===== config.mk =====
export PLATFORM = sky130hd
export DESIGN_NAME = source_tokenizer
export DESIGN_NICKNAME = d
export VERILOG_FILES = /design/src/hw/rtl/stok_pkg.sv /design/src/hw/rtl/stok_fifo.sv /design/src/hw/rtl/stok_front.sv /design/src/hw/rtl/stok_back.sv /design/src/hw/rtl/source_tokenizer.sv
export SDC_FILE = /design/constraint.sdc
export NUM_CORES = 1
export LEC_CHECK = 0
export BUFFER_PORTS_ARGS = -buffer_cell sky130_fd_sc_hd__buf_2
export CAP_MARGIN = 25
export CORE_MARGIN = 4
export CORE_UTILIZATION = 45
export CTS_CLUSTER_DIAMETER = 200
export DETAILED_ROUTE_END_ITERATION = 10
export PLACE_DENSITY = 0.6
export SLEW_MARGIN = 20
export SYNTH_ARGS = -nofsm -noshare
export SYNTH_HDL_FRONTEND = slang
export SYNTH_HIERARCHICAL = 1
export SYNTH_SLANG_ARGS = --single-unit

===== constraint.sdc =====
create_clock -name clk_i -period 13.75 [get_ports clk_i]
set_input_delay 2.0625 -clock clk_i [delete_from_list [all_inputs] [get_ports clk_i]]
set_output_delay 2.0625 -clock clk_i [all_outputs]
set_load 0.01 [all_outputs]

===== src/hw/rtl/stok_pkg.sv =====
package stok_pkg;

  // Result kinds.
  localparam logic [4:0] KIND_EOF    = 5'd0;
  localparam logic [4:0] KIND_IDENT  = 5'd1;
  localparam logic [4:0] KIND_INT    = 5'd2;
  localparam logic [4:0] KIND_STRING = 5'd3;
  localparam logic [4:0] KIND_KW0    = 5'd4;
  localparam logic [4:0] KIND_STAR   = 5'd12;
  localparam logic [4:0] KIND_LPAREN = 5'd13;
  localparam logic [4:0] KIND_RPAREN = 5'd14;
  localparam logic [4:0] KIND_LBRACE = 5'd15;
  localparam logic [4:0] KIND_RBRACE = 5'd16;
  localparam logic [4:0] KIND_SEMI   = 5'd17;
  localparam logic [4:0] KIND_MINUS  = 5'd18;
  localparam logic [4:0] KIND_PLUS   = 5'd19;
  localparam logic [4:0] KIND_ASSIGN = 5'd20;
  localparam logic [4:0] KIND_EQ     = 5'd21;
  localparam logic [4:0] KIND_NE     = 5'd22;
  localparam logic [4:0] KIND_LT     = 5'd23;
  localparam logic [4:0] KIND_LE     = 5'd24;
  localparam logic [4:0] KIND_GT     = 5'd25;
  localparam logic [4:0] KIND_GE     = 5'd26;
  localparam logic [4:0] KIND_COMMA  = 5'd27;

  // Error codes.
  localparam logic [3:0] ERR_NONE         = 4'd0;
  localparam logic [3:0] ERR_OPEN_COMMENT = 4'd1;
  localparam logic [3:0] ERR_LONG_IDENT   = 4'd2;
  localparam logic [3:0] ERR_BAD_INT      = 4'd3;
  localparam logic [3:0] ERR_BAD_ESCAPE   = 4'd4;
  localparam logic [3:0] ERR_NONPRINT     = 4'd5;
  localparam logic [3:0] ERR_OPEN_STRING  = 4'd6;
  localparam logic [3:0] ERR_LONG_STRING  = 4'd7;
  localparam logic [3:0] ERR_BAD_CHAR     = 4'd8;
  localparam logic [3:0] ERR_TOKEN_LIMIT  = 4'd9;

  localparam int MaxIdentBytes  = 63;
  localparam int MaxStringBytes = 255;
  localparam int PositionBits   = 24;
  localparam int QueueDepth     = 4;

  localparam logic [23:0] CAP_RESET = 24'd4096;
  localparam logic [15:0] LEN_MAX   = 16'hFFFF;

  localparam int NumKw = 8;

  // Keyword spellings, zero padded.
  localparam logic [7:0] KW_TEXT [NumKw][16] = '{
    '{"i","n","t",8'h0,8'h0,8'h0,8'h0,8'h0,8'h0,8'h0,8'h0,8'h0,8'h0,8'h0,8'h0,8'h0},
    '{"g","x","_","m","a","i","n",8'h0,8'h0,8'h0,8'h0,8'h0,8'h0,8'h0,8'h0,8'h0},
    '{"g","x","_","a","p","p","_","c","o","n","t","e","x","t",8'h0,8'h0},
    '{"v","o","i","d",8'h0,8'h0,8'h0,8'h0,8'h0,8'h0,8'h0,8'h0,8'h0,8'h0,8'h0,8'h0},
    '{"r","e","t","u","r","n",8'h0,8'h0,8'h0,8'h0,8'h0,8'h0,8'h0,8'h0,8'h0,8'h0},
    '{"l","o","g",8'h0,8'h0,8'h0,8'h0,8'h0,8'h0,8'h0,8'h0,8'h0,8'h0,8'h0,8'h0,8'h0},
    '{"i","f",8'h0,8'h0,8'h0,8'h0,8'h0,8'h0,8'h0,8'h0,8'h0,8'h0,8'h0,8'h0,8'h0,8'h0},
    '{"e","l","s","e",8'h0,8'h0,8'h0,8'h0,8'h0,8'h0,8'h0,8'h0,8'h0,8'h0,8'h0,8'h0}
  };
  localparam logic [4:0] KW_LEN [NumKw] = '{5'd3, 5'd7, 5'd14, 5'd4, 5'd6, 5'd3, 5'd2, 5'd4};

  typedef enum logic [3:0] {
    LX_IDLE, LX_SLASH, LX_LINE, LX_BLOCK, LX_BLOCK_STAR, LX_IDENT, LX_NUMBER,
    LX_STRING, LX_STRING_ESC, LX_OP, LX_DONE
  } lex_mode_e;

  typedef struct packed {
    logic [7:0] char_byte;
    logic       end_of_source;
  } in_item_t;

  typedef struct packed {
    logic [4:0]  token_kind;
    logic [23:0] start_offset;
    logic [23:0] line_number;
    logic [23:0] column_number;
    logic [15:0] token_length;
    logic [3:0]  error_code;
    logic        last_result;
  } out_item_t;

  // A byte with its character class, as the front hands it to the back.
  typedef struct packed {
    logic [7:0] char_byte;
    logic       end_of_source;
    logic       is_space;
    logic       is_alpha;
    logic       is_numeral;
  } cls_item_t;

  // Bit k stays set when keyword k has byte c at position len.
  function automatic logic [NumKw-1:0] kw_keep(logic [15:0] len, logic [7:0] c);
    logic [NumKw-1:0] keep;
    for (int k = 0; k < NumKw; k++) begin
      keep[k] = (len < {11'd0, KW_LEN[k]}) && (KW_TEXT[k][len[3:0]] == c);
    end
    return keep;
  endfunction

endpackage


===== src/hw/rtl/stok_fifo.sv =====
module stok_fifo #(
  parameter int WIDTH = 8,
  parameter int DEPTH = 4
) (
  input  logic                      clk_i,
  input  logic                      rst_ni,
  input  logic                      we0_i,
  input  logic [WIDTH-1:0]          wd0_i,
  input  logic                      we1_i,
  input  logic [WIDTH-1:0]          wd1_i,
  input  logic                      re_i,
  output logic [WIDTH-1:0]          rd_o,
  output logic                      empty_o,
  output logic [$clog2(DEPTH):0]    free_o
);
  localparam int AW = $clog2(DEPTH);

  logic [WIDTH-1:0] mem_q [DEPTH];
  logic [AW-1:0]    wptr_q, rptr_q;
  logic [AW:0]      cnt_q;
  logic [AW-1:0]    wptr1;

  assign wptr1   = wptr_q + AW'(1);
  assign rd_o    = mem_q[rptr_q];
  assign empty_o = (cnt_q == '0);
  assign free_o  = (AW+1)'(DEPTH) - cnt_q;

  always_ff @(posedge clk_i) begin
    if (we0_i) begin
      mem_q[wptr_q] <= wd0_i;
    end
    if (we1_i) begin
      mem_q[wptr1] <= wd1_i;
    end
  end

  always_ff @(posedge clk_i or negedge rst_ni) begin
    if (!rst_ni) begin
      wptr_q <= '0;
      rptr_q <= '0;
      cnt_q  <= '0;
    end else begin
      wptr_q <= wptr_q + AW'(we0_i) + AW'(we1_i);
      rptr_q <= rptr_q + AW'(re_i);
      cnt_q  <= cnt_q + (AW+1)'(we0_i) + (AW+1)'(we1_i) - (AW+1)'(re_i);
    end
  end

`ifndef NO_ASSERTIONS
  a_second_write_pairs: assert property (@(posedge clk_i) disable iff (!rst_ni)
    we1_i |-> we0_i) else $error("second write without first");
  a_no_overflow: assert property (@(posedge clk_i) disable iff (!rst_ni)
    (cnt_q + (AW+1)'(we0_i) + (AW+1)'(we1_i) - (AW+1)'(re_i)) <= (AW+1)'(DEPTH))
    else $error("queue overflow");
  a_no_underflow: assert property (@(posedge clk_i) disable iff (!rst_ni)
    re_i |-> !empty_o) else $error("queue underflow");
`endif
endmodule


===== src/hw/rtl/stok_front.sv =====
module stok_front #(
  parameter int DEPTH = stok_pkg::QueueDepth
) (
  input  logic                 clk_i,
  input  logic                 rst_ni,
  input  logic                 push,
  output logic                 full,
  input  stok_pkg::in_item_t   item_i,
  output stok_pkg::cls_item_t  cls_o,
  output logic                 cls_empty_o,
  input  logic                 cls_pop_i
);
  import stok_pkg::*;

  cls_item_t            cls;
  logic [7:0]           c;
  logic [$clog2(DEPTH):0] free;
  logic                 take;

  assign c = item_i.char_byte;

  // Character classes are settled here so the back sees flags, not compares.
  always_comb begin
    cls.char_byte     = c;
    cls.end_of_source = item_i.end_of_source;
    cls.is_space      = (c == 8'h20) || (c >= 8'h09 && c <= 8'h0D);
    cls.is_alpha      = (c >= "a" && c <= "z") || (c >= "A" && c <= "Z") || (c == "_");
    cls.is_numeral    = (c >= "0" && c <= "9");
  end

  assign full = (free == '0);
  assign take = push && !full;

  stok_fifo #(.WIDTH($bits(cls_item_t)), .DEPTH(DEPTH)) u_queue (
    .clk_i   (clk_i),
    .rst_ni  (rst_ni),
    .we0_i   (take),
    .wd0_i   (cls),
    .we1_i   (1'b0),
    .wd1_i   (cls),
    .re_i    (cls_pop_i),
    .rd_o    (cls_o),
    .empty_o (cls_empty_o),
    .free_o  (free)
  );
endmodule


===== src/hw/rtl/stok_back.sv =====
module stok_back #(
  parameter int MAX_IDENT_BYTES  = stok_pkg::MaxIdentBytes,
  parameter int MAX_STRING_BYTES = stok_pkg::MaxStringBytes,
  parameter int POSITION_BITS    = stok_pkg::PositionBits
) (
  input  logic                 clk_i,
  input  logic                 rst_ni,
  input  logic                 cfg_we_i,
  input  logic [23:0]          cfg_wdata_i,
  input  stok_pkg::cls_item_t  cls_i,
  input  logic                 cls_valid_i,
  output logic                 cls_pop_o,
  input  logic                 room_i,
  output logic                 res0_we_o,
  output stok_pkg::out_item_t  res0_o,
  output logic                 res1_we_o,
  output stok_pkg::out_item_t  res1_o
);
  import stok_pkg::*;

  localparam int PB = POSITION_BITS;
  localparam logic [15:0] STR_LIMIT = 16'(2 * MAX_STRING_BYTES + 2);
  localparam logic [15:0] IDENT_LIMIT = 16'(MAX_IDENT_BYTES);

  typedef enum logic [1:0] {AF_NONE, AF_IDLE, AF_DISPATCH, AF_EOF} after_e;

  lex_mode_e      mode_q, mode_d;
  logic [7:0]     pend_q, pend_d;
  logic [PB-1:0]  off_q, off_d, line_q, line_d, col_q, col_d;
  logic           after_cr_q, after_cr_d;
  logic [PB-1:0]  ts_off_q, ts_off_d, ts_line_q, ts_line_d, ts_col_q, ts_col_d;
  logic [15:0]    len_q, len_d;
  logic [NumKw-1:0] mask_q, mask_d;
  logic [23:0]    cnt_q, cnt_d;
  logic [23:0]    cap_q;

  logic           take;
  logic [1:0]     n_v;
  out_item_t      r0, r1, rr;
  logic [7:0]     c;
  logic           a_fail, a_emit;
  logic [3:0]     a_code;
  logic [4:0]     a_kind;
  logic [15:0]    a_len;
  after_e         a_next;
  logic           go_disp, go_eof;
  logic           b_emit, b_fail;
  logic [4:0]     b_kind;
  logic [15:0]    len_inc;
  logic [4:0]     id_kind;

  function automatic logic [PB-1:0] sat(logic [PB-1:0] v);
    return (v == '1) ? v : v + PB'(1);
  endfunction

  function automatic logic [23:0] p24(logic [PB-1:0] v);
    logic [31:0] w;
    w = 32'(v);
    return w[23:0];
  endfunction

  function automatic out_item_t mk(logic [4:0] kind, logic [PB-1:0] off,
                                   logic [PB-1:0] ln, logic [PB-1:0] col,
                                   logic [15:0] len, logic [3:0] err);
    out_item_t o;
    o.token_kind    = kind;
    o.start_offset  = p24(off);
    o.line_number   = p24(ln);
    o.column_number = p24(col);
    o.token_length  = len;
    o.error_code    = err;
    o.last_result   = 1'b0;
    return o;
  endfunction

  assign take      = cls_valid_i && room_i;
  assign cls_pop_o = take;
  assign c         = cls_i.char_byte;
  assign len_inc   = (len_q == LEN_MAX) ? len_q : len_q + 16'd1;

  // First keyword still alive whose length matches, else a plain identifier.
  always_comb begin
    id_kind = KIND_IDENT;
    for (int k = NumKw - 1; k >= 0; k--) begin
      if (mask_q[k] && ({11'd0, KW_LEN[k]} == len_q)) begin
        id_kind = KIND_KW0 + 5'(k);
      end
    end
  end

  always_comb begin
    mode_d     = mode_q;
    pend_d     = pend_q;
    off_d      = off_q;
    line_d     = line_q;
    col_d      = col_q;
    after_cr_d = after_cr_q;
    ts_off_d   = ts_off_q;
    ts_line_d  = ts_line_q;
    ts_col_d   = ts_col_q;
    len_d      = len_q;
    mask_d     = mask_q;
    cnt_d      = cnt_q;
    n_v        = 2'd0;
    r0         = '0;
    r1         = '0;
    rr         = '0;
    a_fail     = 1'b0;
    a_emit     = 1'b0;
    a_code     = ERR_NONE;
    a_kind     = KIND_EOF;
    a_len      = '0;
    a_next     = AF_NONE;
    go_disp    = 1'b0;
    go_eof     = 1'b0;
    b_emit     = 1'b0;
    b_fail     = 1'b0;
    b_kind     = KIND_EOF;

    if (take && mode_q != LX_DONE) begin
      if (cls_i.end_of_source) begin
        // Close whatever is open, then the EOF token unless closing it is an error.
        unique case (mode_q)
          LX_SLASH: begin
            a_fail = 1'b1;
            a_code = ERR_BAD_CHAR;
          end
          LX_BLOCK, LX_BLOCK_STAR: begin
            a_fail = 1'b1;
            a_code = ERR_OPEN_COMMENT;
          end
          LX_STRING: begin
            a_fail = 1'b1;
            a_code = ERR_OPEN_STRING;
          end
          LX_STRING_ESC: begin
            a_fail = 1'b1;
            a_code = ERR_BAD_ESCAPE;
          end
          LX_IDENT: begin
            a_emit = 1'b1;
            a_kind = id_kind;
            a_len  = len_q;
            a_next = AF_EOF;
          end
          LX_NUMBER: begin
            a_emit = 1'b1;
            a_kind = KIND_INT;
            a_len  = len_q;
            a_next = AF_EOF;
          end
          LX_OP: begin
            if (pend_q == "!") begin
              a_fail = 1'b1;
              a_code = ERR_BAD_CHAR;
            end else begin
              a_emit = 1'b1;
              a_kind = (pend_q == "=") ? KIND_ASSIGN :
                       (pend_q == "<") ? KIND_LT : KIND_GT;
              a_len  = 16'd1;
              a_next = AF_EOF;
            end
          end
          default: go_eof = 1'b1;
        endcase
        mode_d = LX_DONE;
      end else if (after_cr_q && c == 8'h0A) begin
        after_cr_d = 1'b0;
        off_d      = sat(off_q);
      end else begin
        after_cr_d = 1'b0;
        unique case (mode_q)
          LX_SLASH: begin
            if (c == "/") begin
              mode_d = LX_LINE;
            end else if (c == "*") begin
              mode_d = LX_BLOCK;
            end else begin
              a_fail = 1'b1;
              a_code = ERR_BAD_CHAR;
            end
          end
          LX_LINE: begin
            if (c == 8'h0D || c == 8'h0A) begin
              mode_d = LX_IDLE;
            end
          end
          LX_BLOCK: begin
            if (c == "*") begin
              mode_d = LX_BLOCK_STAR;
            end
          end
          LX_BLOCK_STAR: begin
            if (c == "/") begin
              mode_d = LX_IDLE;
            end else if (c != "*") begin
              mode_d = LX_BLOCK;
            end
          end
          LX_IDENT: begin
            if (cls_i.is_alpha || cls_i.is_numeral) begin
              if (len_q >= IDENT_LIMIT) begin
                a_fail = 1'b1;
                a_code = ERR_LONG_IDENT;
              end else begin
                mask_d = mask_q & kw_keep(len_q, c);
                len_d  = len_q + 16'd1;
              end
            end else begin
              a_emit = 1'b1;
              a_kind = id_kind;
              a_len  = len_q;
              a_next = AF_DISPATCH;
            end
          end
          LX_NUMBER: begin
            if (cls_i.is_numeral) begin
              len_d = len_inc;
            end else if (cls_i.is_alpha) begin
              a_fail = 1'b1;
              a_code = ERR_BAD_INT;
            end else begin
              a_emit = 1'b1;
              a_kind = KIND_INT;
              a_len  = len_q;
              a_next = AF_DISPATCH;
            end
          end
          LX_STRING: begin
            len_d = len_inc;
            if (c == 8'h22) begin
              if (len_inc > STR_LIMIT) begin
                a_fail = 1'b1;
                a_code = ERR_LONG_STRING;
              end else begin
                a_emit = 1'b1;
                a_kind = KIND_STRING;
                a_len  = len_inc;
                a_next = AF_IDLE;
              end
            end else if (c == 8'h5C) begin
              mode_d = LX_STRING_ESC;
            end else if (c < 8'd32 || c > 8'd126) begin
              a_fail = 1'b1;
              a_code = ERR_NONPRINT;
            end
          end
          LX_STRING_ESC: begin
            len_d = len_inc;
            if (c == "n" || c == 8'h5C || c == 8'h22) begin
              mode_d = LX_STRING;
            end else begin
              a_fail = 1'b1;
              a_code = ERR_BAD_ESCAPE;
            end
          end
          LX_OP: begin
            if (c == "=") begin
              a_emit = 1'b1;
              a_kind = (pend_q == "=") ? KIND_EQ :
                       (pend_q == "!") ? KIND_NE :
                       (pend_q == "<") ? KIND_LE : KIND_GE;
              a_len  = 16'd2;
              a_next = AF_IDLE;
            end else if (pend_q == "!") begin
              a_fail = 1'b1;
              a_code = ERR_BAD_CHAR;
            end else begin
              a_emit = 1'b1;
              a_kind = (pend_q == "=") ? KIND_ASSIGN :
                       (pend_q == "<") ? KIND_LT : KIND_GT;
              a_len  = 16'd1;
              a_next = AF_DISPATCH;
            end
          end
          default: go_disp = 1'b1;
        endcase
        off_d = sat(off_q);
        if (c == 8'h0D || c == 8'h0A) begin
          line_d     = sat(line_q);
          col_d      = PB'(1);
          after_cr_d = (c == 8'h0D);
        end else begin
          col_d = sat(col_q);
        end
      end

      // Closing step: a failure or a token at the recorded start.
      if (a_fail) begin
        r0     = mk(KIND_EOF, ts_off_q, ts_line_q, ts_col_q, 16'd0, a_code);
        n_v    = 2'd1;
        mode_d = LX_DONE;
      end else if (a_emit) begin
        if (cnt_q < cap_q) begin
          r0    = mk(a_kind, ts_off_q, ts_line_q, ts_col_q, a_len, ERR_NONE);
          n_v   = 2'd1;
          cnt_d = cnt_q + 24'd1;
          case (a_next)
            AF_IDLE:     mode_d = LX_IDLE;
            AF_DISPATCH: go_disp = 1'b1;
            AF_EOF:      go_eof = 1'b1;
            default:     ;
          endcase
        end else begin
          r0     = mk(KIND_EOF, ts_off_q, ts_line_q, ts_col_q, 16'd0, ERR_TOKEN_LIMIT);
          n_v    = 2'd1;
          mode_d = LX_DONE;
        end
      end

      // Start of a new token on the current byte.
      if (go_disp) begin
        mode_d = LX_IDLE;
        if (!cls_i.is_space) begin
          ts_off_d  = off_q;
          ts_line_d = line_q;
          ts_col_d  = col_q;
          if (c == "/") begin
            mode_d = LX_SLASH;
          end else if (cls_i.is_alpha) begin
            mask_d = kw_keep(16'd0, c);
            len_d  = 16'd1;
            mode_d = LX_IDENT;
          end else if (cls_i.is_numeral) begin
            len_d  = 16'd1;
            mode_d = LX_NUMBER;
          end else if (c == 8'h22) begin
            len_d  = 16'd1;
            mode_d = LX_STRING;
          end else begin
            case (c) inside
              "=", "!", "<", ">": begin
                pend_d = c;
                mode_d = LX_OP;
              end
              "*": begin b_emit = 1'b1; b_kind = KIND_STAR;   end
              "(": begin b_emit = 1'b1; b_kind = KIND_LPAREN; end
              ")": begin b_emit = 1'b1; b_kind = KIND_RPAREN; end
              "{": begin b_emit = 1'b1; b_kind = KIND_LBRACE; end
              "}": begin b_emit = 1'b1; b_kind = KIND_RBRACE; end
              ";": begin b_emit = 1'b1; b_kind = KIND_SEMI;   end
              "-": begin b_emit = 1'b1; b_kind = KIND_MINUS;  end
              "+": begin b_emit = 1'b1; b_kind = KIND_PLUS;   end
              ",": begin b_emit = 1'b1; b_kind = KIND_COMMA;  end
              default: b_fail = 1'b1;
            endcase
          end
        end
      end

      // Second step at the current position: a one-byte token, a bad
      // character, or the EOF token.
      if (b_fail) begin
        rr     = mk(KIND_EOF, off_q, line_q, col_q, 16'd0, ERR_BAD_CHAR);
        mode_d = LX_DONE;
      end else if (b_emit || go_eof) begin
        if (cnt_d < cap_q) begin
          rr    = mk(go_eof ? KIND_EOF : b_kind, off_q, line_q, col_q,
                     go_eof ? 16'd0 : 16'd1, ERR_NONE);
          cnt_d = cnt_d + 24'd1;
        end else begin
          rr     = mk(KIND_EOF, off_q, line_q, col_q, 16'd0, ERR_TOKEN_LIMIT);
          mode_d = LX_DONE;
        end
      end
      if (b_fail || b_emit || go_eof) begin
        if (n_v == 2'd0) begin
          r0 = rr;
        end else begin
          r1 = rr;
        end
        n_v = n_v + 2'd1;
      end

      if (n_v == 2'd1) begin
        r0.last_result = 1'b1;
      end else if (n_v == 2'd2) begin
        r1.last_result = 1'b1;
      end
    end
  end

  assign res0_we_o = (n_v != 2'd0);
  assign res1_we_o = (n_v == 2'd2);
  assign res0_o    = r0;
  assign res1_o    = r1;

  always_ff @(posedge clk_i or negedge rst_ni) begin
    if (!rst_ni) begin
      mode_q     <= LX_IDLE;
      pend_q     <= '0;
      off_q      <= '0;
      line_q     <= PB'(1);
      col_q      <= PB'(1);
      after_cr_q <= 1'b0;
      ts_off_q   <= '0;
      ts_line_q  <= PB'(1);
      ts_col_q   <= PB'(1);
      len_q      <= '0;
      mask_q     <= '1;
      cnt_q      <= '0;
      cap_q      <= CAP_RESET;
    end else begin
      mode_q     <= mode_d;
      pend_q     <= pend_d;
      off_q      <= off_d;
      line_q     <= line_d;
      col_q      <= col_d;
      after_cr_q <= after_cr_d;
      ts_off_q   <= ts_off_d;
      ts_line_q  <= ts_line_d;
      ts_col_q   <= ts_col_d;
      len_q      <= len_d;
      mask_q     <= mask_d;
      cnt_q      <= cnt_d;
      if (cfg_we_i) begin
        cap_q <= cfg_wdata_i;
      end
    end
  end

`ifndef NO_ASSERTIONS
  a_done_sticks: assert property (@(posedge clk_i) disable iff (!rst_ni)
    mode_q == LX_DONE |=> mode_q == LX_DONE) else $error("left done mode");
  a_pair_starts_with_token: assert property (@(posedge clk_i) disable iff (!rst_ni)
    res1_we_o |-> (res0_o.error_code == ERR_NONE && res0_we_o))
    else $error("error followed by another result");
  a_error_ends_stream: assert property (@(posedge clk_i) disable iff (!rst_ni)
    (res0_we_o && res0_o.error_code != ERR_NONE) |=> mode_q == LX_DONE)
    else $error("error without stop");
  a_no_results_when_done: assert property (@(posedge clk_i) disable iff (!rst_ni)
    mode_q == LX_DONE |-> !res0_we_o) else $error("result after done");
`endif
endmodule


===== src/hw/rtl/source_tokenizer.sv =====
// Streaming source tokenizer: one source byte (or the end marker) per item.
// Result path: an item waits in the front queue, is lexed at its head when the
// result queue has room for a pair, and its results go into the result queue.
// Throughput: one item per cycle while that room is there, set by the single step
// lexer in the back part; an item that yields two results drains at one pop each.
// Reset: asynchronous, active low; clears both queues, the lexer state and
// sets the token capacity to 4096.
module source_tokenizer #(
  parameter int MAX_IDENT_BYTES  = stok_pkg::MaxIdentBytes,
  parameter int MAX_STRING_BYTES = stok_pkg::MaxStringBytes,
  parameter int POSITION_BITS    = stok_pkg::PositionBits,
  parameter int QUEUE_DEPTH      = stok_pkg::QueueDepth
) (
  input  logic                clk_i,
  input  logic                rst_ni,
  input  logic                cfg_we_i,
  input  logic [23:0]         cfg_wdata_i,
  input  logic                push,
  output logic                full,
  input  stok_pkg::in_item_t  in_item_i,
  output logic                empty,
  input  logic                pop,
  output stok_pkg::out_item_t out_item_o
);
  import stok_pkg::*;

  // Front part: classifies each byte and queues it for the lexer.
  cls_item_t cls;
  logic      cls_empty;
  logic      cls_pop;

  // Back part output: up to two results per item.
  logic      res0_we, res1_we;
  out_item_t res0, res1;
  logic [$clog2(QUEUE_DEPTH):0] out_free;
  logic      room;

  stok_front #(.DEPTH(QUEUE_DEPTH)) u_front (
    .clk_i       (clk_i),
    .rst_ni      (rst_ni),
    .push        (push),
    .full        (full),
    .item_i      (in_item_i),
    .cls_o       (cls),
    .cls_empty_o (cls_empty),
    .cls_pop_i   (cls_pop)
  );

  // The lexer only steps when the result queue can take a full pair, so an
  // item is never split across a stall.
  assign room = (out_free >= ($clog2(QUEUE_DEPTH) + 1)'(2));

  stok_back #(
    .MAX_IDENT_BYTES  (MAX_IDENT_BYTES),
    .MAX_STRING_BYTES (MAX_STRING_BYTES),
    .POSITION_BITS    (POSITION_BITS)
  ) u_back (
    .clk_i       (clk_i),
    .rst_ni      (rst_ni),
    .cfg_we_i    (cfg_we_i),
    .cfg_wdata_i (cfg_wdata_i),
    .cls_i       (cls),
    .cls_valid_i (!cls_empty),
    .cls_pop_o   (cls_pop),
    .room_i      (room),
    .res0_we_o   (res0_we),
    .res0_o      (res0),
    .res1_we_o   (res1_we),
    .res1_o      (res1)
  );

  // Result queue: the oldest result sits on the ports while empty is low.
  stok_fifo #(.WIDTH($bits(out_item_t)), .DEPTH(QUEUE_DEPTH)) u_out_queue (
    .clk_i   (clk_i),
    .rst_ni  (rst_ni),
    .we0_i   (res0_we),
    .wd0_i   (res0),
    .we1_i   (res1_we),
    .wd1_i   (res1),
    .re_i    (pop && !empty),
    .rd_o    (out_item_o),
    .empty_o (empty),
    .free_o  (out_free)
  );
endmodule


==> results.txt <==
Detailed placer's ending HPWL -> 67700 µm
Fin worst setup slack -> 4.845 ns
Starting Density -> 0.4555
Maximum clock frequency -> 0.1123 GHz
CP Buf/Inv Count -> 4
Vias per cell -> 6.045
Crit path required time -> 14.01 ns
P&R area growth vs syn -> 10.96%
Die span in y -> 302.1 µm
Final #Nets -> 3326
DR vias -> 26753
TritonCTS Buffers -> 80
Met1 wire length -> 46120 µm
Die X -> 302.1 µm
Min-Delay Endpoint -> u_back/mask_q[2]$_DFFE_PN1P_
Delay-heaviest family, CP -> simple AND/OR/NAND/NOR gates
Most numerous cell on the critical path -> buf_4
Setup violators final -> 0
Clock tree buffer depth -> 3
Crit-path max cell delay -> 0.89 ns
Outcome -> complete, no violations
Post-Route WL -> 107000 µm
Sequential cell area -> 19320 µm²
Hold_ws -> 0.4620 ns
Hold Buf Count CTS -> 0
Die area -> 91230 µm²
Multi-input gate area -> 18330 µm²
Setup Crit Path Kind -> reg2reg
Clock latency on the worst-skew pair -> 0.65 ns
RSZ-0062 raised after global routing -> no
# rows -> 107
R2R depth -> 18
Endpoints failing hold -> 0
Peak VDD IR -> 0.0001353 V
Dpl cell area -> 40500 µm²
Worst-margin pin slew -> 1.153 ns
Post-place setup slack -> 4.839 ns
DR iter-0 viols -> 2449
Post-synthesis area per instance -> 12.35 µm²
CTS clk-pin slew, worst paths -> 0.06 ns
CP Launch Type -> flop
DRT Pass-1 Iters -> 5
Critical-path maximum fanout -> 68
DRC viols -> 0
CTS root buf -> clkbuf_16
Post-CTS Repair Setup Buffers -> 0
Met3 wire length -> 5778 µm
All-Layer GR Usage -> 0.2329
Slowest CP cell -> mux4_2
Post-synthesis cell count -> 3151
Layout cells sized above 1 -> 0.3026
First-pass GRT wire length -> 165000 µm
Skew final -> 0.04496 ns
FF-to-FF Start -> u_front/u_queue/rptr_q[0]$_DFF_PN0_
CTS Sinks -> 683
Min-delay src -> u_back/mask_q[2]$_DFFE_PN1P_
Post-layout util -> 0.5055
Cell Chain, Critical Path -> mux4_2 > nor4bb_1 > and3_1 > or3_1 > a21o_1 > o32a_1 > nor2_1 > nand3_1 > and2_1 > clkinv_1 > buf_4 > ha_1 > and2_1 > nor2b_1 > mux2i_1 > nor2_4 > buf_4 > buf_4
Diode count -> 0
H-tree depth -> 3
Worst hold path depth -> 2
Uppermost layer routed -> met5
Pins over their slew limit -> 0
Pwr Density -> 178.2 nW/µm²
PortBufs -> 137
Worst min-delay path class -> reg2reg
Fin crit share -> 0.6477
Cts repair resizes -> 0
RD Place Congestion -> 0.9803
Min Tclk post-route -> 8.905 ns
Core Region -> 85410 µm²
Reg-to-reg endpoint -> u_out_queue/mem_q[3][8]$_DFFE_PP_
Number of primary I/O pins -> 138
Reg2Reg Setup Slack -> 4.84 ns
Vias in the first global route -> 27519
Largest net degree at the start of global routing -> 82
Worst endpoint data arrival time -> 9.17 ns
Remaining Overflow, GRT -> 0
Maxcap violations -> 0
Routed wire length per instance -> 24.17 µm
TritonCTS clock tree -> done
Normalized max-slew margin -> 0.2282
Leakage -> 17.12 nW
Filler Cells Inserted -> 7501
DR WL met2 -> 52710 µm
Element type at the critical path end -> flop
Synth warnings -> 6
Setup TNS -> 0 ns
DRT antenna net count -> 0
Synthesized area -> 38910 µm²
Design area -> 43170 µm²
Initial antenna violation count -> 3
-- metrics by stage --
step                      instances  power (mW)
after floorplan                3173       4.603
after global placement         4275       5.587
after detailed placement       4276       5.625
after CTS                      4426       7.777
after global routing           4426       8.100
final                          4426       7.696
-- how the worst max path moves through the flow --
stage | end | slack, ns | cells after the start | start
floorplan | u_out_queue/mem_q[2][0]$_DFFE_PP_ | 2.05 | 20 | u_front/u_queue/rptr_q[0]$_DFF_PN0_
global placement | u_out_queue/mem_q[3][9]$_DFFE_PP_ | 5.01 | 18 | u_front/u_queue/rptr_q[0]$_DFF_PN0_
detailed placement | u_out_queue/mem_q[3][14]$_DFFE_PP_ | 4.84 | 18 | u_front/u_queue/rptr_q[0]$_DFF_PN0_
CTS | u_out_queue/mem_q[3][8]$_DFFE_PP_ | 4.83 | 18 | u_front/u_queue/rptr_q[0]$_DFF_PN0_
global route | u_out_queue/mem_q[3][11]$_DFFE_PP_ | 4.44 | 18 | u_front/u_queue/rptr_q[0]$_DFF_PN0_
finish | u_out_queue/mem_q[3][8]$_DFFE_PP_ | 4.84 | 18 | u_front/u_queue/rptr_q[0]$_DFF_PN0_
-- final cells by class --
| type | count | share of cell area |
|---|---|---|
| Sequential cell | 683 | 0.4474 |
| Multi-Input combinational cell | 2173 | 0.4245 |
| Clock buffer | 111 | 0.05138 |
| Tap cell | 1144 | 0.03315 |
| Timing Repair Buffer | 185 | 0.02501 |
| Clock inverter | 39 | 0.01064 |
| Inverter | 91 | 0.007912 |
-- power breakdown --
part	switching (mW)	total (mW)	leakage (nW)	internal [mW]
Combinational	1.76	2.76	8.55	0.992
Clock	0.889	2.13	1.29	1.24
Sequential	0.243	2.81	7.28	2.57
-- tightest hold or removal path, cell delays in order (launching register included) --
cell and delay, ns:
dfstp_2 0.37, nand2_1 0.05, nand2_1 0.05
-- registers in the layout, summed over array words and instances (netlist names) --
| name | flops |
|---|---|
| u_out_queue/mem_q | 392 |
| u_front/u_queue/mem_q | 48 |
| u_back/cap_q | 24 |
| u_back/cnt_q | 24 |
| u_back/col_q | 24 |
| u_back/line_q | 24 |
| u_back/off_q | 24 |
| u_back/ts_col_q | 24 |
| u_back/ts_line_q | 24 |
| u_back/ts_off_q | 24 |
| u_back/len_q | 16 |
| u_back/mask_q | 8 |
| u_back/pend_q | 8 |
| u_back/mode_q | 4 |
| u_front/u_queue/cnt_q | 3 |
| u_out_queue/cnt_q | 3 |
| u_front/u_queue/rptr_q | 2 |
| u_front/u_queue/wptr_q | 2 |
| u_out_queue/rptr_q | 2 |
| u_out_queue/wptr_q | 2 |
| u_back/after_cr_q | 1 |
-- cells in the final DEF (no fill, tap or decap), types with 13 or more instances in the layout --
master / n
and4_1: 13
mux2_2: 504
nand4_1: 53
o21ai_1: 13
nand3_1: 73
nor2b_1: 21
a31oi_1: 32
buf_4: 46
nor3_1: 54
edfxtp_1: 440
or3_1: 13
nor2_1: 156
a22o_1: 73
xor2_1: 49
nand2_1: 193
clkbuf_1: 21
o21ai_0: 134
a21o_1: 13
nand2b_1: 19
clkbuf_16: 80
conb_1: 24
mux4_2: 112
nor4_1: 22
xnor2_1: 92
and3_1: 101
dfrtp_1: 228
a21oi_1: 101
o22ai_1: 20
o31ai_1: 14
and2_1: 14
dfstp_2: 13
inv_1: 87
buf_2: 136
clkinv_1: 14
ha_1: 68
-- layer usage --
| layer | global-route usage | vias to the layer above |
|---|---|---|
| met2 | 0.3972 | 754 |
| met5 | 0 | - |
| met1 | 0.3127 | 13736 |
| met4 | 0.06022 | 4 |
| li1 | - | 12096 |
| met3 | 0.03589 | 163 |
(Power assumes the default switching activity.)
